`src/rtl/dcsr_pkg.sv`:
```
// Shared types and constants for the duty-cycle serial sensor receiver.
package dcsr_pkg;

   localparam int unsigned DATA_BITS    = 8;
   localparam int unsigned TICK_W       = 16;
   localparam int unsigned READING_W    = 2 * DATA_BITS;
   localparam int unsigned CSR_ADDR_W   = 3;
   localparam int unsigned CSR_DATA_W   = 32;
   localparam int unsigned REQ_TDATA_W  = 8;
   localparam int unsigned RSP_TDATA_W  = 24;

   // Register word addresses, decoded on paddr bit 2 only.
   localparam logic CSR_IDX_SETTLE = 1'b0;
   localparam logic CSR_IDX_SAMPLE = 1'b1;

   localparam logic [TICK_W-1:0] SETTLE_RESET = 16'd120;
   localparam logic [TICK_W-1:0] SAMPLE_RESET = 16'd60;

   // Item kinds carried on tuser.
   localparam logic KIND_TICK  = 1'b0;
   localparam logic KIND_START = 1'b1;

   typedef struct packed {
      logic [TICK_W-1:0] settle_ticks;
      logic [TICK_W-1:0] sample_ticks;
   } cfg_type;

   typedef struct packed {
      logic                 sensor_enable;
      logic                 busy_res;
      logic                 done_res;
      logic                 read_ok;
      logic [READING_W-1:0] reading;
      logic                 new_value;
   } rsp_type;

endpackage

```
`src/rtl/dcsr_regs.sv`:
```
// Configuration register file with an APB-style access port.
module dcsr_regs (
   input  logic                            clock,
   input  logic                            reset,
   input  logic                            csr_psel,
   input  logic                            csr_penable,
   input  logic                            csr_pwrite,
   input  logic [dcsr_pkg::CSR_ADDR_W-1:0] csr_paddr,
   input  logic [dcsr_pkg::CSR_DATA_W-1:0] csr_pwdata,
   output logic [dcsr_pkg::CSR_DATA_W-1:0] csr_prdata,
   output logic                            csr_pready,
   output dcsr_pkg::cfg_type               cfg
);
   import dcsr_pkg::*;

   logic [TICK_W-1:0] settle_ff;
   logic [TICK_W-1:0] settle_in;
   logic [TICK_W-1:0] sample_ff;
   logic [TICK_W-1:0] sample_in;
   logic              wr_en;

   assign csr_pready = 1'b1;
   assign wr_en      = csr_psel && csr_penable && csr_pwrite && csr_pready;

   always_comb begin
      settle_in = settle_ff;
      sample_in = sample_ff;
      if (wr_en) begin
         case (csr_paddr[2])
            CSR_IDX_SETTLE: settle_in = csr_pwdata[TICK_W-1:0];
            CSR_IDX_SAMPLE: sample_in = csr_pwdata[TICK_W-1:0];
            default: ;
         endcase
      end
   end

   always_ff @(posedge clock) begin
      if (reset) begin
         settle_ff <= SETTLE_RESET;
         sample_ff <= SAMPLE_RESET;
      end else begin
         settle_ff <= settle_in;
         sample_ff <= sample_in;
      end
   end

   always_comb begin
      case (csr_paddr[2])
         CSR_IDX_SETTLE: csr_prdata = {{(CSR_DATA_W-TICK_W){1'b0}}, settle_ff};
         CSR_IDX_SAMPLE: csr_prdata = {{(CSR_DATA_W-TICK_W){1'b0}}, sample_ff};
         default:        csr_prdata = '0;
      endcase
   end

   assign cfg.settle_ticks = settle_ff;
   assign cfg.sample_ticks = sample_ff;

endmodule

```
`src/rtl/dcsr_fsm.sv`:
```
// Receive state machine: decodes one pin sample per item and updates the status.
module dcsr_fsm (
   input  logic              clock,
   input  logic              reset,
   input  logic              step_en,
   input  logic              kind,
   input  logic              pin,
   input  dcsr_pkg::cfg_type cfg,
   output dcsr_pkg::rsp_type result
);
   import dcsr_pkg::*;

   typedef enum logic [2:0] {
      PH_IDLE,
      PH_SETTLE,
      PH_START_LOW,
      PH_START_HIGH,
      PH_WAIT_FALL,
      PH_DELAY,
      PH_WAIT_RISE
   } phase_type;

   phase_type            phase_ff, phase_in;
   logic [TICK_W-1:0]    tick_ff, tick_in;
   logic [3:0]           bit_idx_ff, bit_idx_in;
   logic [DATA_BITS-1:0] shift_ff, shift_in;
   logic                 parity_ff, parity_in;
   logic [DATA_BITS-1:0] first_ff, first_in;
   logic                 second_ff, second_in;
   logic [READING_W-1:0] stored_ff, stored_in;
   logic                 new_ff, new_in;

   always_comb begin
      logic [TICK_W-1:0]    tick_inc;
      logic [DATA_BITS-1:0] sb;
      logic                 par;
      logic                 finish;
      logic                 end_ok;
      logic                 end_err;

      phase_in   = phase_ff;
      tick_in    = tick_ff;
      bit_idx_in = bit_idx_ff;
      shift_in   = shift_ff;
      parity_in  = parity_ff;
      first_in   = first_ff;
      second_in  = second_ff;
      stored_in  = stored_ff;
      new_in     = new_ff;
      tick_inc   = tick_ff + 1'b1;
      sb         = shift_ff;
      par        = parity_ff;
      finish     = 1'b0;
      end_ok     = 1'b0;
      end_err    = 1'b0;

      if (kind == KIND_START) begin
         new_in     = 1'b0;
         phase_in   = PH_SETTLE;
         tick_in    = '0;
         bit_idx_in = '0;
         shift_in   = '0;
         parity_in  = 1'b0;
         first_in   = '0;
         second_in  = 1'b0;
      end else begin
         case (phase_ff)
            PH_SETTLE: begin
               if (tick_ff < cfg.settle_ticks) begin
                  tick_in = tick_inc;
               end else begin
                  // The tick that ends settling is already looked at for the start low.
                  phase_in = pin ? PH_START_LOW : PH_START_HIGH;
               end
            end
            PH_START_LOW: begin
               if (!pin) phase_in = PH_START_HIGH;
            end
            PH_START_HIGH: begin
               if (pin) begin
                  bit_idx_in = '0;
                  shift_in   = '0;
                  parity_in  = 1'b0;
                  phase_in   = PH_WAIT_FALL;
               end
            end
            PH_WAIT_FALL: begin
               if (!pin) begin
                  tick_in  = '0;
                  phase_in = PH_DELAY;
               end
            end
            PH_DELAY: begin
               tick_in = tick_inc;
               if (tick_inc >= cfg.sample_ticks) begin
                  if (pin) begin
                     if (bit_idx_ff < 4'(DATA_BITS)) sb[~bit_idx_ff[2:0]] = 1'b1;
                     par    = ~parity_ff;
                     finish = 1'b1;
                  end else begin
                     phase_in = PH_WAIT_RISE;
                  end
               end
            end
            PH_WAIT_RISE: begin
               if (pin) finish = 1'b1;
            end
            default: phase_in = PH_IDLE;
         endcase

         // End of one bit: the data bits, then the parity bit closes the packet.
         if (finish) begin
            shift_in  = sb;
            parity_in = par;
            if (bit_idx_ff < 4'(DATA_BITS)) begin
               bit_idx_in = bit_idx_ff + 1'b1;
               phase_in   = PH_WAIT_FALL;
            end else if (par) begin
               end_err = 1'b1;
            end else if (!second_ff) begin
               first_in  = sb;
               second_in = 1'b1;
               phase_in  = PH_START_LOW;
            end else begin
               stored_in = {first_ff, sb};
               new_in    = 1'b1;
               end_ok    = 1'b1;
            end
            if (end_ok || end_err) phase_in = PH_IDLE;
         end
      end

      result.sensor_enable = (phase_in != PH_IDLE);
      result.busy_res      = (phase_in != PH_IDLE);
      result.done_res      = end_ok || end_err;
      result.read_ok       = end_ok;
      result.reading       = stored_in;
      result.new_value     = new_in;
   end

   always_ff @(posedge clock) begin
      if (reset) begin
         phase_ff   <= PH_IDLE;
         tick_ff    <= '0;
         bit_idx_ff <= '0;
         shift_ff   <= '0;
         parity_ff  <= 1'b0;
         first_ff   <= '0;
         second_ff  <= 1'b0;
         stored_ff  <= '0;
         new_ff     <= 1'b0;
      end else if (step_en) begin
         phase_ff   <= phase_in;
         tick_ff    <= tick_in;
         bit_idx_ff <= bit_idx_in;
         shift_ff   <= shift_in;
         parity_ff  <= parity_in;
         first_ff   <= first_in;
         second_ff  <= second_in;
         stored_ff  <= stored_in;
         new_ff     <= new_in;
      end
   end

endmodule

```
`src/rtl/duty_cycle_serial_sensor_receiver.sv`:
```
// Top level of the duty-cycle serial sensor receiver: item registers, decoder and CSRs.
// An accepted item is held in the input register, then its result in the result register,
// where it waits for the consumer. Throughput: one item per cycle while rsp_tready is high,
// since each item reads and writes the receive state in a single update. Reset
// is synchronous and active high: the receiver returns to idle, the stored reading and
// flag clear, both pipeline stages empty, and the settle and sample registers load 120
// and 60 ticks.
module duty_cycle_serial_sensor_receiver (
   input  logic                             clock,
   input  logic                             reset,
   // Request item: tdata[0] = data_pin, rest zero; tuser[0] = kind.
   input  logic                             req_tvalid,
   output logic                             req_tready,
   input  logic [dcsr_pkg::REQ_TDATA_W-1:0] req_tdata,
   input  logic                             req_tuser,
   // Response item: tdata[0] = sensor_enable, [1] = busy_res, [2] = done_res,
   // [3] = read_ok, [19:4] = reading, [20] = new_value, [23:21] zero.
   output logic                             rsp_tvalid,
   input  logic                             rsp_tready,
   output logic [dcsr_pkg::RSP_TDATA_W-1:0] rsp_tdata,
   // Configuration port.
   input  logic                             csr_psel,
   input  logic                             csr_penable,
   input  logic                             csr_pwrite,
   input  logic [dcsr_pkg::CSR_ADDR_W-1:0]  csr_paddr,
   input  logic [dcsr_pkg::CSR_DATA_W-1:0]  csr_pwdata,
   output logic [dcsr_pkg::CSR_DATA_W-1:0]  csr_prdata,
   output logic                             csr_pready
);
   import dcsr_pkg::*;

   cfg_type cfg;
   rsp_type step_result;

   // Input stage: holds one accepted item until the decoder takes it.
   logic    in_valid_ff, in_valid_in;
   logic    in_kind_ff, in_kind_in;
   logic    in_pin_ff, in_pin_in;

   // Result stage: holds one finished result until the consumer takes it.
   logic    out_valid_ff, out_valid_in;
   rsp_type out_ff, out_in;

   logic    req_accept;
   logic    advance;

   dcsr_regs u_regs (
      .clock       (clock),
      .reset       (reset),
      .csr_psel    (csr_psel),
      .csr_penable (csr_penable),
      .csr_pwrite  (csr_pwrite),
      .csr_paddr   (csr_paddr),
      .csr_pwdata  (csr_pwdata),
      .csr_prdata  (csr_prdata),
      .csr_pready  (csr_pready),
      .cfg         (cfg)
   );

   // The decoder steps its state exactly when an item moves into the result stage.
   dcsr_fsm u_fsm (
      .clock   (clock),
      .reset   (reset),
      .step_en (advance),
      .kind    (in_kind_ff),
      .pin     (in_pin_ff),
      .cfg     (cfg),
      .result  (step_result)
   );

   // An item moves on whenever the result stage is empty or being emptied this cycle.
   // A waiting result holds off new items only once the input stage is full as well.
   assign advance    = in_valid_ff && (!out_valid_ff || rsp_tready);
   assign req_tready = !in_valid_ff || advance;
   assign req_accept = req_tvalid && req_tready;

   always_comb begin
      in_valid_in = in_valid_ff;
      in_kind_in  = in_kind_ff;
      in_pin_in   = in_pin_ff;
      if (req_accept) begin
         in_valid_in = 1'b1;
         in_kind_in  = req_tuser;
         in_pin_in   = req_tdata[0];
      end else if (advance) begin
         in_valid_in = 1'b0;
      end

      out_valid_in = out_valid_ff;
      out_in       = out_ff;
      if (advance) begin
         out_valid_in = 1'b1;
         out_in       = step_result;
      end else if (rsp_tready) begin
         out_valid_in = 1'b0;
      end
   end

   always_ff @(posedge clock) begin
      if (reset) begin
         in_valid_ff  <= 1'b0;
         out_valid_ff <= 1'b0;
      end else begin
         in_valid_ff  <= in_valid_in;
         out_valid_ff <= out_valid_in;
      end
   end

   always_ff @(posedge clock) begin
      in_kind_ff <= in_kind_in;
      in_pin_ff  <= in_pin_in;
      out_ff     <= out_in;
   end

   assign rsp_tvalid = out_valid_ff;
   assign rsp_tdata  = {3'b000, out_ff.new_value, out_ff.reading, out_ff.read_ok,
                        out_ff.done_res, out_ff.busy_res, out_ff.sensor_enable};

`ifndef SYNTHESIS
   // A finished reception always leaves the receiver idle with the sensor off.
   assert property (@(posedge clock) disable iff (reset)
      out_valid_ff && out_ff.done_res |-> !out_ff.busy_res && !out_ff.sensor_enable)
      else $error("done reported while still busy");

   // A good read is only ever reported on the item that ends a reception.
   assert property (@(posedge clock) disable iff (reset)
      out_valid_ff && out_ff.read_ok |-> out_ff.done_res && out_ff.new_value)
      else $error("read_ok without done or new value");

   // A start item yields a busy result with the new-value flag cleared.
   assert property (@(posedge clock) disable iff (reset)
      advance && (in_kind_ff == KIND_START) |=> out_valid_ff && out_ff.busy_res
                                                && !out_ff.new_value)
      else $error("start item did not begin a reception");
`endif

endmodule
```
`config.mk`:
```
export PLATFORM = sky130hd
export DESIGN_NAME = duty_cycle_serial_sensor_receiver
export DESIGN_NICKNAME = d
export VERILOG_FILES = /design/src/rtl/dcsr_pkg.sv /design/src/rtl/dcsr_regs.sv /design/src/rtl/dcsr_fsm.sv /design/src/rtl/duty_cycle_serial_sensor_receiver.sv
export SDC_FILE = /design/constraint.sdc
export NUM_CORES = 1
export LEC_CHECK = 0
export CAP_MARGIN = 30
export CORE_MARGIN = 2
export CORE_UTILIZATION = 55
export CTS_CLUSTER_SIZE = 30
export DETAILED_ROUTE_END_ITERATION = 12
export DONT_BUFFER_PORTS = 1
export MAX_ROUTING_LAYER = met4
export PLACE_DENSITY = 0.7
export SYNTH_ARGS = -nofsm -noshare
export SYNTH_HDL_FRONTEND = slang
export SYNTH_SLANG_ARGS = --single-unit
```
`constraint.sdc`:
```
create_clock -name clock -period 4.9 [get_ports clock]
set_input_delay 0.98 -clock clock [delete_from_list [all_inputs] [get_ports clock]]
set_output_delay 0.98 -clock clock [all_outputs]
set_load 0.05 [all_outputs]
```
==> run_results.csv <==
group,metric,value,unit
run_status,run_status,"completed",
placement,place.gp.congestion,0.902,
global_route,antenna_found_initial,0,
final_layout,n_antenna_cell,0,
global_route,overflow,0,
pwr,power_per_cell_area,346,nW/um2
synthesis,synth_edf_count,22,
synthesis,netlist.area_leader.share,30.4,%
clock_network,clockBufferDepth,2,
synthesis,muxShareOfSynthArea,3.39,%
pwr,peakVddDrop,0.000253,V
hold_path,min_path_type,"register to register",
die,initial_core_util,56.1,%
synthesis,syn_area,6060,um2
routing,detail-route-antenna-nets,0,
timing,worst_pin_slew,968,ps
clock_network,root_buffer,"clkbuf_8",
clock_network,clkTransAtPathRegs,60,ps
setup_path,crit_family,"simple AND/OR/NAND/NOR gates",
timing,rsz0062_at_grt,"no",
die,row_count,38,
pwr,p_seq_share,44.9,%
routing,post_drt_wl_per_cell,16.5,um
final_layout,design_area,6560,um2
final_layout,fin_nets,771,
timing,max_freq,217,MHz
hold_path,hold_start,"u_regs.settle_ff[7]",
pwr,combPwrFrac,5.7,%
die,core_area,10800,um2
timing,hold_violations,0,
clock_network,cts_sinks,114,
synthesis,synth_cell_types,69,
setup_path,end_kind,"register",
routing,wl,13900,um
synthesis,ys_warn_count,0,
synthesis,synth-seq-cells,114,
clock_network,post-cts-setup-buffer-count,0,
setup_path,slowest_stage,"or4_4",
setup_path,startpoint,"u_fsm.tick_ff[2]",
setup_path,critPathArrivalTime,4870,ps
job,cap_violations,0,
synthesis,synth_compound_area_share,20.0,%
synthesis,synth_area_leaders,"dfxtp_1 30%, edfxtp_1 11%, ha_1 6.8%",
setup_path,cp_max_fo,7,
timing,period_share,94.1,%
pwr,p_sw,0.000576,W
die,die_w,109,um
timing,setup_tns,0,ps
setup_path,critPathBufInv,1,
synthesis,yosys.area_share.simple,18.1,%
die,io_pins,110,
setup_path,crit_type,"register to register",
global_route,grt_pass1_vias,4567,
synthesis,yosysTopAreaCell,"dfxtp_1",
final_layout,finish.utilization,60.7,%
clock_network,cts_buffers,17,
clock_network,post_cts_resized,0,
setup_path,cpMostUsedCell,"nand3_2",
timing,slew_headroom,35.0,%
pwr,p_clk_share,49.4,%
synthesis,synthTopCellsByCount,"95 x nand2_1, 92 x dfxtp_1, 62 x nor2_1",
setup_path,critPathLaunchType,"register",
global_route,grt_max_degree,59,
setup_path,crit_chain,"nand3_2 > or4_4 > nor2_4 > and3_4 > nand3_2 > xor2_1 > inv_1 > ha_1 > nand4_1 > nor4_1 > a311o_1 > or2_1 > nor2b_1 > a41oi_1 > a21oi_1",
clock_network,clkLatencyLatePin,540,ps
routing,first_pass_iters,5,
clock_network,postCtsHoldBufs,0,
synthesis,syn_inst,701,
synthesis,yosys.area_share.adder,6.81,%
pwr,leakagePower,2.43,nW
synthesis,yosysSeqAreaShare,41.3,%
placement,placed_area,6020,um2
routing,vias,4989,
timing,fin_worst_skew,11.4,ps
final_layout,area_growth,8.20,%
global_route,grt_usage,25.4,%
die,die-area,11900,um2
pwr,p_int,0.00170,W
clock_network,cts_tree,"yes",
global_route,grt_pass1_wl,22400,um
synthesis,async_reset_ff_share,0,%
setup_path,required,5160,ps
placement,dp_hpwl,9740,um
synthesis,synth_flop_cell,"dfxtp_1",
routing,drc_errors,0,
pwr,switching_share,25.3,%
synthesis,syn_area_per_cell,8.64,um2
timing,drv_slew,0,
synthesis,yosys.area_share.xor_xnor,1.88,%
routing,drtIter0Drc,458,
routing,viasPerCell,5.94,
clock_network,htree_levels,4,
die,die_height,109,um
synthesis,yosysMostFrequentCell,"nand2_1",
setup_path,critical_path.max_stage_delay,580,ps
placement,io_buffers,0,
timing,fin_crit,4610,ps
timing,fin_ws,291,ps
final_layout,drive_gt1_share,8.57,%
setup_path,r2r_start,"u_fsm.tick_ff[2]",
placement,dp_slack,328,ps
synthesis,synth_top_family_by_area,"compound AO/OA/AOI/OAI gates",
timing,setup_violations,0,
[power by group through the flow]
stage | Sequential (W) | Combinational (W) | Clock [W]
after floorplan | 0.00103 | 0.000135 | 0
after global placement | 0.00104 | 0.000126 | 0
after detailed placement | 0.00104 | 0.000128 | 0
after CTS | 0.00102 | 0.000129 | 0.00114
after global routing | 0.00102 | 0.000141 | 0.00118
final | 0.00102 | 0.000130 | 0.00112
[routing by layer]
metal / GRT usage [%] / wire, um
met3: 6.28 / 803
met2: 37.4 / 6420
met1: 33.7 / 6460
met4: 9.71 / 219
met5: - / 0
[stage by stage]
stage                     hold WS [ps]  total power (W)  cells
final                              450          0.00227    840
after detailed placement           440          0.00117    808
after global routing               472          0.00234    840
after floorplan                    433          0.00117    719
after global placement             436          0.00116    808
after CTS                          448          0.00228    840
[cell type report]
type / count / area, um2
multi-input combinational: 502 / 3120
clock inverter: 10 / 85.1
clock buffer: 22 / 454
tap: 140 / 175
fill: 960 / 4240
sequential: 114 / 2500
inverter: 45 / 169
timing repair buffer: 7 / 52.6
[registers in the layout (all words and copies together), names as in the netlist]
signal and count:
in_kind_ff 1, in_pin_ff 1, in_valid_ff 1, rsp_tdata 20, rsp_tvalid 1, u_fsm.bit_idx_ff 4
u_fsm.first_ff 8, u_fsm.new_ff 1, u_fsm.parity_ff 1, u_fsm.phase_ff 3, u_fsm.second_ff 1, u_fsm.shift_ff 8
u_fsm.stored_ff 16, u_fsm.tick_ff 16, u_regs.sample_ff 16, u_regs.settle_ff 16
[kinds of logic after synthesis]
group	count (synthesis)
buffers and inverters	103
adders and majority gates	33
muxes	19
DFF	114
other	2
and+or+nand+nor	233
xor gates and xnor gates	13
AOI/OAI and AO/OA	184
[final timing paths]
kind                                            end  slack [ps]  cells after the start
worst max-delay path                   rsp_tdata[4]         290                     15
worst min register to register  u_regs.settle_ff[7]         450                      2
worst max register to register         rsp_tdata[4]         290                     15
worst min-delay path            u_regs.settle_ff[7]         450                      2
[tightest hold or removal path, delay by kind of cell, from the launching register on]
kind	cells	cell delay (ps)
AOI/OAI and AO/OA	1	50
DFF	1	310
and+or+nand+nor	1	50
[cell usage in the layout, fill, tap and decap left out, drive strengths merged, types with 5 or more instances in the layout]
master   count
and3         7
mux2i       10
nor2        63
a21o         5
dfxtp       92
o211ai      12
edfxtp      22
o22ai        5
nor3         9
ha          33
buf          7
nand4        7
clkbuf      22
o2bb2ai     16
conb        20
o21ai       38
nor2b        9
nand2b       7
nand2       95
inv         44
mux2         9
clkinv       9
xnor2       11
a31oi       11
a21oi       51
a211oi      12
nand3       15
o31ai        8
No activity file was read; power rests on OpenSTA's default activity.
